===== src/rtl/dvwp_pkg.sv =====
// Shared constants and types for the delta variable-length word packer.
package dvwp_pkg;

  localparam int DVWP_CHANNELS = 16;
  localparam int CHAN_W        = 4;
  localparam int SAMPLE_W      = 32;
  localparam int MODE_W        = 6;
  localparam int WORD_W        = 32;
  localparam int PART_W        = 24;

  // Output word queue.
  localparam int FIFO_DEPTH = 4;
  localparam int FIFO_PTR_W = 2;
  localparam int FIFO_CNT_W = FIFO_PTR_W + 1;

  // Operation codes.
  localparam logic OP_PUSH    = 1'b0;
  localparam logic OP_RESTART = 1'b1;

  // Result of coding one sample into the byte stream.
  typedef struct packed {
    logic [WORD_W-1:0] word0;
    logic [WORD_W-1:0] word1;
    logic [1:0]        nwords;
    logic [1:0]        bp_nxt;
    logic [PART_W-1:0] partial_nxt;
  } pack_t;

  // One entry of the output queue.
  typedef struct packed {
    logic [WORD_W-1:0] word;
    logic              last;
  } fifo_entry_t;

endpackage


===== src/rtl/dvwp_if.sv =====
// Valid/ready channel interfaces for the sample input and the word output.
interface dvwp_in_if;
  logic                                valid;
  logic                                ready;
  logic                                operation;
  logic [dvwp_pkg::CHAN_W-1:0]         channel;
  logic signed [dvwp_pkg::SAMPLE_W-1:0] sample;
  logic [dvwp_pkg::MODE_W-1:0]         record_mode;

  modport source (output valid, operation, channel, sample, record_mode, input ready);
  modport sink   (input valid, operation, channel, sample, record_mode, output ready);
endinterface

interface dvwp_out_if;
  logic                        valid;
  logic                        ready;
  logic [dvwp_pkg::WORD_W-1:0] packed_word;
  logic                        last;

  modport source (output valid, packed_word, last, input ready);
  modport sink   (input valid, packed_word, last, output ready);
endinterface


===== src/rtl/delta_varlen_word_packer_core.sv =====
// Top level of the delta variable-length word packer.
// An accepted item waits in the input register until the output queue has room for
// two words; it is then coded and its words are written into the output queue.
// Throughput: one item per cycle while the four-word output queue has room for two words;
// the output drains one word per cycle while the receiver is ready.
// Reset (synchronous, rst_n low) clears channel history, byte position and the output queue.
module delta_varlen_word_packer_core #(
  parameter int CHANNELS = dvwp_pkg::DVWP_CHANNELS
) (
  input  logic       clk,
  input  logic       rst_n,
  dvwp_in_if.sink    in_ch,
  dvwp_out_if.source out_ch
);
  import dvwp_pkg::*;

  localparam int ChIdxW = (CHANNELS > 1) ? $clog2(CHANNELS) : 1;
  localparam int CmpW   = ChIdxW + CHAN_W;

  // Input register.
  logic                in_v_r;
  logic                op_r;
  logic [CHAN_W-1:0]   ch_r;
  logic [SAMPLE_W-1:0] sample_r;
  logic [MODE_W-1:0]   mode_r;

  // Coding state.
  logic [SAMPLE_W-1:0] prev_r [CHANNELS];
  logic [1:0]          bp_r;
  logic [PART_W-1:0]   partial_r;

  logic                room2;
  logic                advance;
  logic [CmpW-1:0]     ch_ext;
  logic                hit;
  logic [ChIdxW-1:0]   idx;
  logic [SAMPLE_W-1:0] prev;
  pack_t               enc;
  logic [1:0]          wr_cnt;
  fifo_entry_t         wr0, wr1;

  assign advance     = in_v_r && room2;
  assign in_ch.ready = !in_v_r || advance;

  always_ff @(posedge clk) begin
    if (!rst_n) begin
      in_v_r <= 1'b0;
    end else if (in_ch.ready) begin
      in_v_r <= in_ch.valid;
    end
  end

  always_ff @(posedge clk) begin
    if (in_ch.ready && in_ch.valid) begin
      op_r     <= in_ch.operation;
      ch_r     <= in_ch.channel;
      sample_r <= in_ch.sample;
      mode_r   <= in_ch.record_mode;
    end
  end

  // Previous value lookup; a channel beyond the table reads as zero.
  assign ch_ext = CmpW'(ch_r);
  assign hit    = (ch_ext < CmpW'(CHANNELS));
  assign idx    = ch_ext[ChIdxW-1:0];
  assign prev   = hit ? prev_r[idx] : '0;

  dvwp_encode u_encode (
    .sample      (sample_r),
    .prev        (prev),
    .record_mode (mode_r),
    .byte_pos    (bp_r),
    .partial     (partial_r),
    .pack        (enc)
  );

  // State update: restart clears, a push stores the sample and the stream remainder.
  always_ff @(posedge clk) begin
    if (!rst_n || (advance && (op_r == OP_RESTART))) begin
      for (int i = 0; i < CHANNELS; i++) begin
        prev_r[i] <= '0;
      end
      bp_r      <= '0;
      partial_r <= '0;
    end else if (advance) begin
      bp_r      <= enc.bp_nxt;
      partial_r <= enc.partial_nxt;
      if (hit) begin
        prev_r[idx] <= sample_r;
      end
    end
  end

  // Completed words go to the output queue.
  assign wr_cnt    = (advance && (op_r == OP_PUSH)) ? enc.nwords : 2'd0;
  assign wr0.word  = enc.word0;
  assign wr0.last  = (enc.nwords == 2'd1);
  assign wr1.word  = enc.word1;
  assign wr1.last  = 1'b1;

  dvwp_out_fifo u_out_fifo (
    .clk    (clk),
    .rst_n  (rst_n),
    .wr_cnt (wr_cnt),
    .wr0    (wr0),
    .wr1    (wr1),
    .room2  (room2),
    .out_ch (out_ch)
  );

endmodule


===== src/rtl/dvwp_encode.sv =====
// Delta, record-length choice and byte packing for one sample.
module dvwp_encode (
  input  logic [dvwp_pkg::SAMPLE_W-1:0] sample,
  input  logic [dvwp_pkg::SAMPLE_W-1:0] prev,
  input  logic [dvwp_pkg::MODE_W-1:0]   record_mode,
  input  logic [1:0]                    byte_pos,
  input  logic [dvwp_pkg::PART_W-1:0]   partial,
  output dvwp_pkg::pack_t               pack
);
  import dvwp_pkg::*;

  logic [SAMPLE_W:0]   diff;
  logic [SAMPLE_W-1:0] d;
  logic                fit1, fit2, fit3, delta_mode;
  logic [39:0]         rec;
  logic [2:0]          rec_len;
  logic [PART_W-1:0]   part_al;
  logic [63:0]         stream;
  logic [3:0]          total;
  logic [1:0]          nwords;
  logic [1:0]          rem;
  logic [63:0]         tail;
  logic [PART_W-1:0]   tail_top;

  // Saturated 32-bit difference.
  always_comb begin
    diff = {sample[SAMPLE_W-1], sample} - {prev[SAMPLE_W-1], prev};
    if (diff[SAMPLE_W] != diff[SAMPLE_W-1]) begin
      d = diff[SAMPLE_W] ? {1'b1, {(SAMPLE_W-1){1'b0}}} : {1'b0, {(SAMPLE_W-1){1'b1}}};
    end else begin
      d = diff[SAMPLE_W-1:0];
    end
  end

  // A record fits when all delta bits above bit 3, 11 or 19 repeat the sign bit.
  assign fit1       = (d[31:4]  == {28{d[31]}});
  assign fit2       = (d[31:12] == {20{d[31]}});
  assign fit3       = (d[31:20] == {12{d[31]}});
  assign delta_mode = (record_mode == '0);

  // Build the record left-aligned in 40 bits.
  always_comb begin
    priority if (delta_mode && fit1) begin
      rec     = {2'b11, d[5:0], 32'b0};
      rec_len = 3'd1;
    end else if (delta_mode && fit2) begin
      rec     = {2'b10, d[13:0], 24'b0};
      rec_len = 3'd2;
    end else if (delta_mode && fit3) begin
      rec     = {2'b01, d[21:0], 16'b0};
      rec_len = 3'd3;
    end else begin
      rec     = {2'b00, record_mode, sample};
      rec_len = 3'd5;
    end
  end

  // Append the record behind the pending bytes and split off whole words.
  always_comb begin
    part_al  = partial << {2'd3 - byte_pos, 3'b000};
    stream   = {part_al, 40'b0} | ({rec, 24'b0} >> {byte_pos, 3'b000});
    total    = {2'b00, byte_pos} + {1'b0, rec_len};
    nwords   = total[3] ? 2'd2 : (total[2] ? 2'd1 : 2'd0);
    rem      = total[1:0];
    tail     = stream << {nwords, 5'b00000};
    tail_top = tail[63:40];

    pack.word0       = stream[63:32];
    pack.word1       = stream[31:0];
    pack.nwords      = nwords;
    pack.bp_nxt      = rem;
    pack.partial_nxt = tail_top >> {2'd3 - rem, 3'b000};
  end

endmodule


===== src/rtl/dvwp_out_fifo.sv =====
// Four-word output queue: up to two words in a cycle, one out when ready.
module dvwp_out_fifo (
  input  logic                  clk,
  input  logic                  rst_n,
  input  logic [1:0]            wr_cnt,
  input  dvwp_pkg::fifo_entry_t wr0,
  input  dvwp_pkg::fifo_entry_t wr1,
  output logic                  room2,
  dvwp_out_if.source            out_ch
);
  import dvwp_pkg::*;

  fifo_entry_t           mem_r [FIFO_DEPTH];
  logic [FIFO_PTR_W-1:0] wp_r, rp_r;
  logic [FIFO_CNT_W-1:0] count_r, count_nxt;
  logic                  pop;

  assign out_ch.valid       = (count_r != '0);
  assign out_ch.packed_word = mem_r[rp_r].word;
  assign out_ch.last        = mem_r[rp_r].last;
  assign pop                = out_ch.valid && out_ch.ready;
  assign room2              = (count_r <= FIFO_CNT_W'(FIFO_DEPTH - 2));
  assign count_nxt          = count_r + FIFO_CNT_W'(wr_cnt) - FIFO_CNT_W'(pop);

  // Storage for queued words.
  always_ff @(posedge clk) begin
    if (wr_cnt != 2'd0) begin
      mem_r[wp_r] <= wr0;
    end
    if (wr_cnt == 2'd2) begin
      mem_r[wp_r + 1'b1] <= wr1;
    end
  end

  // Pointers and fill count.
  always_ff @(posedge clk) begin
    if (!rst_n) begin
      wp_r    <= '0;
      rp_r    <= '0;
      count_r <= '0;
    end else begin
      wp_r    <= wp_r + FIFO_PTR_W'(wr_cnt);
      rp_r    <= rp_r + FIFO_PTR_W'(pop);
      count_r <= count_nxt;
    end
  end

endmodule


===== src/flat_wrapper.sv =====
// flat-port wrapper written by rule: the top's interface ports become plain ports
module delta_varlen_word_packer_core_flat import dvwp_pkg::*;
#(
  parameter int CHANNELS = dvwp_pkg::DVWP_CHANNELS
)
  (clk, rst_n, in_ch_valid, in_ch_operation, in_ch_channel, in_ch_sample, in_ch_record_mode, in_ch_ready, out_ch_valid, out_ch_packed_word, out_ch_last, out_ch_ready);
  dvwp_in_if in_ch_i ();
  dvwp_out_if out_ch_i ();
  input  logic clk;
  input  logic rst_n;
  input wire logic [$bits(in_ch_i.valid)-1:0] in_ch_valid;
  input wire logic [$bits(in_ch_i.operation)-1:0] in_ch_operation;
  input wire logic [$bits(in_ch_i.channel)-1:0] in_ch_channel;
  input wire logic [$bits(in_ch_i.sample)-1:0] in_ch_sample;
  input wire logic [$bits(in_ch_i.record_mode)-1:0] in_ch_record_mode;
  output wire logic [$bits(in_ch_i.ready)-1:0] in_ch_ready;
  output wire logic [$bits(out_ch_i.valid)-1:0] out_ch_valid;
  output wire logic [$bits(out_ch_i.packed_word)-1:0] out_ch_packed_word;
  output wire logic [$bits(out_ch_i.last)-1:0] out_ch_last;
  input wire logic [$bits(out_ch_i.ready)-1:0] out_ch_ready;
  assign in_ch_i.valid = in_ch_valid;
  assign in_ch_i.operation = in_ch_operation;
  assign in_ch_i.channel = in_ch_channel;
  assign in_ch_i.sample = in_ch_sample;
  assign in_ch_i.record_mode = in_ch_record_mode;
  assign in_ch_ready = in_ch_i.ready;
  assign out_ch_valid = out_ch_i.valid;
  assign out_ch_packed_word = out_ch_i.packed_word;
  assign out_ch_last = out_ch_i.last;
  assign out_ch_i.ready = out_ch_ready;
  delta_varlen_word_packer_core #(.CHANNELS(CHANNELS)) u_core (.clk(clk), .rst_n(rst_n), .in_ch(in_ch_i), .out_ch(out_ch_i));
endmodule

===== config.mk =====
export PLATFORM = sky130hd
export DESIGN_NAME = delta_varlen_word_packer_core_flat
export DESIGN_NICKNAME = d
export VERILOG_FILES = /design/src/rtl/dvwp_pkg.sv /design/src/rtl/dvwp_if.sv /design/src/rtl/delta_varlen_word_packer_core.sv /design/src/rtl/dvwp_encode.sv /design/src/rtl/dvwp_out_fifo.sv /design/src/flat_wrapper.sv
export SDC_FILE = /design/constraint.sdc
export NUM_CORES = 1
export LEC_CHECK = 0
export BUFFER_PORTS_ARGS = -buffer_cell sky130_fd_sc_hd__buf_2
export CORE_ASPECT_RATIO = 1.4
export CORE_MARGIN = 4
export CORE_UTILIZATION = 50
export CTS_BUF_LIST = sky130_fd_sc_hd__clkbuf_4 sky130_fd_sc_hd__clkbuf_8 sky130_fd_sc_hd__clkbuf_16
export CTS_CLUSTER_DIAMETER = 120
export DETAILED_ROUTE_END_ITERATION = 7
export PLACE_DENSITY = 0.71
export SLEW_MARGIN = 20
export SYNTH_ARGS = -nofsm -noshare
export SYNTH_HDL_FRONTEND = slang
export SYNTH_SLANG_ARGS = --single-unit
export TNS_END_PERCENT = 30

===== constraint.sdc =====
create_clock -name clk -period 12.8 [get_ports clk]
set_clock_uncertainty 0.05 [all_clocks]
set_input_delay 2.56 -clock clk [delete_from_list [all_inputs] [get_ports clk]]
set_output_delay 2.56 -clock clk [all_outputs]
set_load 0.02 [all_outputs]

==> results of run 1 <==
sequential cells by signal, summed over array words and instances, names as in the netlist, 3 cells and up, named ones only:
name / cells
u_core.prev_r: 512
u_core.u_out_fifo.mem_r: 132
u_core.sample_r: 32
u_core.partial_r: 24
u_core.mode_r: 6
u_core.ch_r: 4
u_core.u_out_fifo.count_r: 3
worst max path at each step:
stage / endpoint / startpoint
finish: u_core.u_out_fifo.mem_r[3][22] / flop
global route: u_core.u_out_fifo.mem_r[3][31] / flop
CTS: u_core.u_out_fifo.mem_r[0][28] / flop
detailed placement: u_core.u_out_fifo.mem_r[0][26] / flop
global placement: u_core.u_out_fifo.mem_r[0][26] / flop
floorplan: u_core.u_out_fifo.mem_r[1][10] / flop
layout by cell type, fill, tap and decap left out, types with 14 or more instances in the layout:
master,synthesis,final
mux2i_1,44,43
nand3_1,35,35
nor4_1,21,21
buf_4,3,85
or3_1,19,19
o211ai_1,17,17
clkbuf_16,0,74
nor2_1,108,95
nand4_1,21,21
a211oi_1,22,21
inv_1,63,62
o21ai_1,12,14
mux4_2,202,202
and2_1,487,486
a21o_1,14,14
o21ai_0,68,54
mux2_2,14,14
buf_2,19,81
clkinv_1,5,22
a21oi_1,82,81
dfxtp_1,42,36
edfxtp_1,683,683
o22ai_1,123,123
nand2_1,114,112
nor3_1,68,64
xnor2_1,17,17
a32o_1,16,16
ha_1,39,39
cell type report:
| class | count | share of cell area (%) |
|---|---|---|
| multi-input combinational | 1766 | 36.15 |
| inverter | 68 | 0.6184 |
| clock inverter | 48 | 1.185 |
| timing repair buffer | 169 | 2.692 |
| clock buffer | 83 | 4.666 |
| sequential | 725 | 51.76 |
| tap | 960 | 2.910 |
| antenna | 2 | 0.01213 |
critical path: cells and delay by family, from the launching register on:
kind	cells	cell delay, ns
AND/OR/NAND/NOR	11	3.55
multiplexers	3	1.54
buffers and inverters	5	1.53
AO/OA/AOI/OAI	4	1.11
flip-flops	1	0.88
adder cells (fa/ha/maj)	2	0.58
cells by family after synthesis:
kind of cell / share of synthesized area, %
buffers and inverters: 3.298
AND/OR/NAND/NOR: 13.95
adder cells (fa/ha/maj): 1.659
AO/OA/AOI/OAI: 9.361
multiplexers: 13.86
flip-flops: 57.31
XOR/XNOR: 0.5643
power breakdown:
group	leakage, nW	switching, W	internal, W	total (W)
Clock	1.19	0.000932	0.00125	0.00218
Combinational	6.00	0.00129	0.000690	0.00198
Sequential	7.41	0.000109	0.00277	0.00288
Total	14.6	0.00234	0.00471	0.00705
metal layers:
layer	wire, µm	vias up
met2	62490	1462
met3	9970	386
met1	40560	12860
met5	13	-
met4	9254	2
li1	-	10770
metrics by stage:
stage	instance area, µm²	util (%)
2_1_floorplan	37250	-
3_3_place_gp	38820	52.48
3_5_place_dp	38850	52.52
4_1_cts	41260	55.79
5_1_grt	41270	55.79
6_report	41270	55.80
==> reports/metrics.yaml, run 1 <==
status: "finished clean"
placement_rows: 118
vias: 25480
hold_violations: 0
met3_usage_pct: 4.764
yosysWarnings: 0
multi_input_area_um2: 14920
grt_usage_pct: 30.74
critPathLaunchType: "flop"
synth.top_cell.area_share_pct: 55.06
slowest_delay_ns: 0.88
syn_to_final_growth_pct: 10.79
r2r_slack_ns: 2.99
synthTopCellsByCount: "edfxtp_1, and2_1, mux4_2, clkbuf_1, o22ai_1"
holdPathEnd: "u_core.u_out_fifo.mem_r[1][0]"
fin_cells: 3821
endpoint_kind: "flop"
hold_start: "u_core.u_out_fifo.mem_r[1][0]"
timing.fmax_ghz: 0.1020
grt_setup_unrepaired: "no"
leakagePower_nw: 14.61
met2_usage_pct: 53.67
n_fill_cell: 5881
synth_most_common_cell: "edfxtp_1"
start_util_pct: 50.36
power_w: 0.007050
dr.pass1.iters: 6
syn_nets: 2896
grt_use_met1_pct: 35.43
first_iter_violations: 2853
relSlewSlack_pct: 23.07
top_usage_layer: "met2"
power_density_nw_per_um2: 170.8
routed_wl_um: 122300
numClockSinks: 725
tns_ns: 0
postCtsResizedCells: 0
r2r_cells: 25
vdd_drop_max_uv: 103.1
mappedNetlistArea_um2: 37250
drv_slew: 0
clock_latency_ns: 0.64
io_buffers: 81
ant_nets: 0
fp.dieW_um: 238.7
yosys-top-cells-area: "edfxtp_1, mux4_2, and2_1"
postCtsHoldBufs: 0
holdPathStages: 2
drive_gt1_share_pct: 20.46
cts.path.max_buffers: 3
drc_errors: 0
synth-async-reset-ratio_pct: 0
vias_per_cell: 6.669
cp.arrival_ns: 10.04
layout.area.seq_um2: 21360
hold_path_class: "reg -> reg"
cts_tree: "built"
grt.overflow.total: 0
routedWlPerCell_um: 32.01
period_needed_ns: 9.805
nets: 2891
dieArea_um2: 79000
ys_ff_latch: 725
r2r-end: "u_core.u_out_fifo.mem_r[3][22]"
cts.clk_slew.worst_paths_ns: 0.06
antenna_found_initial: 2
core_um2: 73970
io_pins: 82
yosysTopAreaCell: "edfxtp_1"
post_cts_buffers: 0
htreeDepth: 3
grt_max_degree: 75
critPathSlowestCell: "dfxtp_4"
holdWs_ns: 0.4017
dpl.hpwl_um: 79600
synth_edf_count: 683
timing.final.crit_share_pct: 76.60
numCtsBuffers: 72
fin_ws_ns: 2.995
dpl.cell_count: 3688
die_h_um: 331.0
grt_pass1_vias: 25830
drv_cap: 0
syn_avg_cell_area_um2: 13.27
crit_top_cell: "nand2_1"
synth_cells: 2807
grt_first_pass_wirelength_um: 176000
setup_viol_count_final: 0
worst_ep_required_time_ns: 13.03
path_max_fanout: 74
worstMarginPinSlew_ns: 1.151
ys_seq_area_share_pct: 57.31
pre_cts_ws_ns: 2.845
clock-root-buffer: "clkbuf_16"
yosys_most_used_dff: "edfxtp_1"
worstSetupPathType: "reg -> reg"
gp_congestion: 0.9879
synth_cell_types: 97
No activity file was read; power rests on OpenSTA's default activity.
==> run 2: changes to the inputs <==
==> constraint.sdc (replaced) <==
create_clock -name clk -period 10.1 [get_ports clk]
set_clock_uncertainty 0.05 [all_clocks]
set_input_delay 2.02 -clock clk [delete_from_list [all_inputs] [get_ports clk]]
set_output_delay 2.02 -clock clk [all_outputs]
set_load 0.02 [all_outputs]
==> run 2 against run 1 <==
Against the previous run:
- fmax up 12%
- combinational power up 22%
- design area about the same
- total power up 24%
- non-clock buffer count up 9
- highest routed layer unchanged
- critical path depth down 1
- via count down 0.47%
- core utilization about the same
- wire length down 5.0%
- clock power up 23%
- worst hold slack worse by 0.0048 ns
- critical endpoint is now u_core.u_out_fifo.mem_r[3][23]
==> reports/metrics.yaml, run 2 (synthesis gave the netlist of run 1 again) <==
htreeDepth: 3  # unchanged
relSlewSlack_pct: 24.62  # +1.6 points
hold_path_class: "reg -> reg"
n_fill_cell: 5828  # -0.90%
routedWlPerCell_um: 30.36  # -5.1%
cp.arrival_ns: 9.02  # -1.02 ns
cts_tree: "built"
antenna_found_initial: 3  # +1
drv_cap: 0  # unchanged
grt.overflow.total: 0  # unchanged
power_density_nw_per_um2: 211.5  # +24%
layout.area.seq_um2: 21360  # unchanged
cp-endpoint: "u_core.u_out_fifo.mem_r[3][23]"
largest_reg_flops: 512  # unchanged
postCtsResizedCells: 0  # unchanged
period_needed_ns: 8.745  # -1.060 ns
post-route-cell-area_um2: 41290  # about the same
cts.path.max_buffers: 3  # unchanged
postCtsHoldBufs: 0  # unchanged
ant_nets: 0  # unchanged
multi_input_area_um2: 14920  # about the same
met3_usage_pct: 4.422  # -0.34 points
clock-root-buffer: "clkbuf_16"
drive_gt1_share_pct: 20.56  # +0.097 points
worstSetupPathType: "reg -> reg"
status: "finished clean"
vias_per_cell: 6.626  # -0.66%
nets: 2899  # +0.28%
timing.final.crit_share_pct: 86.58  # +10 points
core_um2: 73970  # unchanged
r2r-end: "u_core.u_out_fifo.mem_r[3][23]"
io_buffers: 81  # unchanged
vias: 25360  # -0.47%
r2r_cells: 24  # -4.0%
clock_latency_ns: 0.63  # about the same
path_max_fanout: 44  # -41%
grt_setup_unrepaired: "no"
worst_ep_required_time_ns: 10.37  # -2.66 ns
dieArea_um2: 79000  # unchanged
post_cts_buffers: 0  # unchanged
drv_slew: 0  # unchanged
fp.dieW_um: 238.7  # unchanged
top_usage_layer: "met2"
place_area_um2: 38940  # +0.24%
pre_cts_ws_ns: 1.404  # -1.441 ns
worstMarginPinSlew_ns: 1.128  # -0.02318 ns
grt_use_met1_pct: 35.09  # -0.34 points
routed_wl_um: 116200  # -5.0%
cts.clk_slew.worst_paths_ns: 0.06  # about the same
r2r_slack_ns: 1.36  # -1.64 ns
numCtsBuffers: 71  # -1.4%
gp_congestion: 1.013  # +2.5%
layout_commonest_cell: "edfxtp_1"
setup_viol_count_final: 0  # unchanged
placement_rows: 118  # unchanged
grt_pass1_vias: 26050  # +0.88%
largest-register: "u_core.prev_r"
hold_start: "u_core.u_out_fifo.mem_r[1][0]"
leakagePower_nw: 14.61  # about the same
timing.fmax_ghz: 0.1144  # +12%
vdd_drop_max_uv: 143.7  # +39%
syn_to_final_growth_pct: 10.84  # about the same
grt_max_degree: 61  # -19%
hold_violations: 0  # unchanged
reg_top3: "u_core.prev_r (512), u_core.u_out_fifo.mem_r (132), u_core.sample_r (32)"
numClockSinks: 725  # unchanged
die_h_um: 331.0  # unchanged
dpl.hpwl_um: 76070  # -4.4%
met2_usage_pct: 50.99  # -2.7 points
io_pins: 82  # unchanged
grt_usage_pct: 29.36  # -1.4 points
final_cell_mix: "edfxtp_1, and2_1, mux4_2, o22ai_1, nand2_1"
start_util_pct: 50.36  # unchanged
grt_first_pass_wirelength_um: 171000  # -2.8%
fin_ws_ns: 1.355  # -1.640 ns
tns_ns: 0  # unchanged
dr.pass1.iters: 6  # unchanged
endpoint_kind: "flop"
first_iter_violations: 2511  # -12%
drc_errors: 0  # unchanged
critPathLaunchType: "flop"
[run 2: cell types whose count changed in the layout (fill, tap and decap cells not counted), sizes merged]
cell / previous run / this run
clkinvlp: 4 / 6
clkbuf: 83 / 88
inv: 68 / 65
buf: 169 / 178
clkinv: 36 / 31
bufinv: 8 / 6
diode: 2 / 3
[run 2: worst max-delay path: stages, from the launching register on]
cell and delay, ns:
dfxtp_4 0.65, buf_12 0.39, mux4_2 0.57, mux4_2 0.52, inv_1 0.08, ha_1 0.31
a21oi_1 0.28, o21ai_0 0.25, a21boi_0 0.48, nand3_1 0.29, a2111oi_0 0.51, a31oi_1 0.14
or4_1 0.84, nand2_2 0.34, nand2_1 0.15, inv_1 0.11, ha_1 0.24, a21oi_1 0.18
nand2_1 0.11, mux2_2 0.44, nor3_2 0.38, or2_2 0.23, nand3_1 0.10, nand2_1 0.45
buf_12 0.25
[run 2: through the flow]
step	std cells	total power (W)	hold WS [ns]	utilization [%]
CTS	3825	0.008737	0.4008	55.81
global placement	3697	0.006048	0.3810	52.64
floorplan	2807	0.005293	0.3698	-
finish	3828	0.008734	0.3969	55.82
global route	3825	0.009060	0.4221	55.81
detailed placement	3697	0.006082	0.3915	52.65
[run 2: how the worst min path moves through the flow]
| stage | cells past startpoint | endpoint |
|---|---|---|
| global placement | 2 | u_core.u_out_fifo.mem_r[1][0] |
| CTS | 2 | u_core.u_out_fifo.mem_r[1][0] |
| global route | 2 | u_core.u_out_fifo.mem_r[1][0] |
| detailed placement | 2 | u_core.u_out_fifo.mem_r[1][0] |
| floorplan | 2 | u_core.u_out_fifo.mem_r[1][0] |
| finish | 2 | u_core.u_out_fifo.mem_r[1][0] |
[run 2: cell type report]
type / count / share of cell area (%)
inverter: 68 / 0.6182
multi-input combinational: 1766 / 36.13
timing repair buffer: 178 / 2.927
tap: 960 / 2.909
clock inverter: 40 / 0.9151
antenna: 3 / 0.01818
sequential: 725 / 51.74
clock buffer: 88 / 4.742
[run 2: routing by layer]
| metal | part of all wire (%) | wire (µm) |
|---|---|---|
| met1 | 35 | 40720 |
| met2 | 51 | 59360 |
| met4 | 6.5 | 7501 |
| met3 | 7.4 | 8642 |
| met5 | 0.011 | 13 |
[run 2: report_power, final]
part / internal [W] / switching (W) / total, W
logic: 0.000872 / 0.00154 / 0.00242
registers: 0.00351 / 0.000122 / 0.00364
clock network: 0.00154 / 0.00115 / 0.00268
total: 0.00592 / 0.00281 / 0.00873
==> run 3: changes to the inputs <==
==> constraint.sdc (replaced) <==
create_clock -name clk -period 10.1 [get_ports clk]
set_clock_uncertainty 0.05 [all_clocks]
set_input_delay 0.505 -clock clk [delete_from_list [all_inputs] [get_ports clk]]
set_output_delay 0.505 -clock clk [all_outputs]
set_load 0.02 [all_outputs]
==> run 3 against run 2 <==
Against the previous run:
- fmax shrank 0.13%
- flip-flop and latch count unchanged
- critical path depth unchanged
- non-clock buffer count grew 43
- final cell count up 1.0%
- worst setup slack worse by 0.012 ns
- die area stayed put
- total power is 0.47% lower
- wire length grew 0.89%
- clock power shrank 2%
- via count increased by 0.62%
==> reports/metrics.yaml, run 3 (synthesis gave the netlist of run 1 again) <==
drv_slew: 0  # unchanged
power_density_nw_per_um2: 208.8  # -1.3%
clock_latency_ns: 0.64  # about the same
vdd_drop_max_uv: 130.3  # -9.3%
status: "finished clean"
ant_nets: 0  # unchanged
slowest_delay_ns: 0.86  # +0.02 ns
clock-root-buffer: "clkbuf_16"
holdWs_ns: 0.1109  # -0.2860 ns
grt_setup_unrepaired: "no"
vias: 25520  # +0.62%
dpl.hpwl_um: 76590  # +0.68%
setup_viol_count_final: 0  # unchanged
hold_path_class: "in -> reg"
timing.final.crit_share_pct: 86.70  # +0.12 points
hold_violations: 0  # unchanged
drive_gt1_share_pct: 20.49  # -0.069 points
cts_tree: "built"
leakagePower_nw: 14.78  # +1.2%
final_cell_mix: "edfxtp_1, and2_1, mux4_2, o22ai_1, nand2_1"
numClockSinks: 725  # unchanged
post-route-cell-area_um2: 41630  # +0.83%
grt.overflow.total: 0  # unchanged
grt_pass1_vias: 26130  # +0.28%
vias_per_cell: 6.599  # -0.40%
postCtsResizedCells: 0  # unchanged
cts.path.max_buffers: 3  # unchanged
largest_reg_flops: 512  # unchanged
cp.arrival_ns: 9.03  # about the same
dieArea_um2: 79000  # unchanged
grt_max_degree: 61  # unchanged
reg_top3: "u_core.prev_r (512), u_core.u_out_fifo.mem_r (132), u_core.sample_r (32)"
numCtsBuffers: 71  # unchanged
die_h_um: 331.0  # unchanged
drv_cap: 0  # unchanged
nets: 2942  # +1.5%
critPathLaunchType: "flop"
final_util_pct: 56.29  # +0.46 points
worst_ep_required_time_ns: 10.37  # about the same
relSlewSlack_pct: 25.93  # +1.3 points
pre_cts_ws_ns: 1.457  # +0.05360 ns
critPathSlowestCell: "or4_1"
grt_first_pass_wirelength_um: 172200  # +0.71%
path_delay_family: "simple AND/OR/NAND/NOR gates"
routed_wl_um: 117300  # +0.89%
timing.fmax_ghz: 0.1142  # -0.13%
gp_congestion: 1.014  # +0.11%
io_buffers: 81  # unchanged
htreeDepth: 3  # unchanged
tns_ns: 0  # unchanged
critPathBufInv: 4  # unchanged
core_um2: 73970  # unchanged
grt_usage_pct: 29.61  # +0.25 points
placement_rows: 118  # unchanged
endpoint_kind: "flop"
first_iter_violations: 2513  # +0.080%
fp.dieW_um: 238.7  # unchanged
syn_to_final_growth_pct: 11.76
layout_commonest_cell: "edfxtp_1"
cts.clk_slew.worst_paths_ns: 0.07  # about the same
largest-register: "u_core.prev_r"
drc_errors: 0  # unchanged
place_area_um2: 38950  # about the same
antenna_found_initial: 0  # -3
worstSetupPathType: "reg -> reg"
worstMarginPinSlew_ns: 1.080  # -0.04784 ns
period_needed_ns: 8.757  # +0.01177 ns
io_pins: 82  # unchanged
crit_top_cell: "nand2_1"
path_cells: "buf_12 > mux4_2 > mux4_2 > inv_1 > ha_1 > a21oi_1 > o21ai_0 > a21boi_0 > nand3_1 > a2111oi_0 > a31oi_1 > or4_1 > nand2_2 > nand2_1 > inv_1 > ha_1 > a21oi_1 > nand2_1 > mux2_2 > nor3_2 > or2_2 > nand2_1 > nand2_1 > buf_12"
n_fill_cell: 5795  # -0.57%
routedWlPerCell_um: 30.33  # -0.13%
r2r_slack_ns: 1.34  # about the same
start_util_pct: 50.36  # unchanged
dr.pass1.iters: 6  # unchanged
path_max_fanout: 44  # unchanged
fin_ws_ns: 1.343  # -0.01177 ns
[run 3: cell types whose count changed in the layout (fill, tap and decap cells not counted), moves of 2 or more]
cell / delta
dlygate4sd3_1: +42
inv_6: +5
clkinv_1: -8
clkbuf_4: +4
clkinv_2: +6
clkinvlp_4: -6
bufinv_16: -2
[run 3: tightest hold or removal path, delay by kind of cell]
family / cells / cell delay, ns
AO/OA/AOI/OAI: 1 / 0.06
buffers and inverters: 2 / 0.17
[run 3: power breakdown]
part	internal (W)	switching, W	total [W]
Clock	0.00148	0.00114	0.00262
Sequential	0.00351	0.000125	0.00364
Combinational	0.000883	0.00155	0.00243
[run 3: timing repair]
action,CTS,global route
hold buffers,42,0
endpoints found under the hold margin,42,0
buffers inserted,0,0
[run 3: path summary, 6_finish.rpt]
kind	start	end	cells past startpoint
max	flop	u_core.u_out_fifo.mem_r[2][30]	24
min	in_ch_valid	u_core.in_v_r	3
max reg2reg	flop	u_core.u_out_fifo.mem_r[2][30]	24
min reg2reg	u_core.u_out_fifo.mem_r[1][0]	u_core.u_out_fifo.mem_r[1][0]	2
[run 3: layout make-up]
type | count | area (µm²) | area share [%]
antenna | 3 | 7.507 | 0.01803
clock inverter | 34 | 300.3 | 0.7213
tap | 960 | 1201 | 2.885
timing repair buffer | 221 | 1637 | 3.931
multi-input combinational | 1766 | 14920 | 35.84
sequential | 725 | 21360 | 51.31
inverter | 68 | 255.2 | 0.6131
clock buffer | 90 | 1949 | 4.682
[run 3: routing by layer]
layer / routed length, µm / track usage, % / vias to the layer above / share of wire (%)
li1: - / - / 10870 / -
met1: 41410 / 35.66 / 12920 / 35
met2: 60230 / 51.86 / 1400 / 51
met3: 8874 / 4.389 / 325 / 7.6
met4: 6749 / 15.11 / 0 / 5.8
met5: 0 / 0 / - / 0
[run 3: through the flow]
stage                     total power, W  std cells
after floorplan                 0.005293       2807
after global placement          0.006046       3698
after detailed placement        0.006085       3698
after CTS                       0.008692       3864
after global routing            0.009013       3864
final                           0.008693       3867
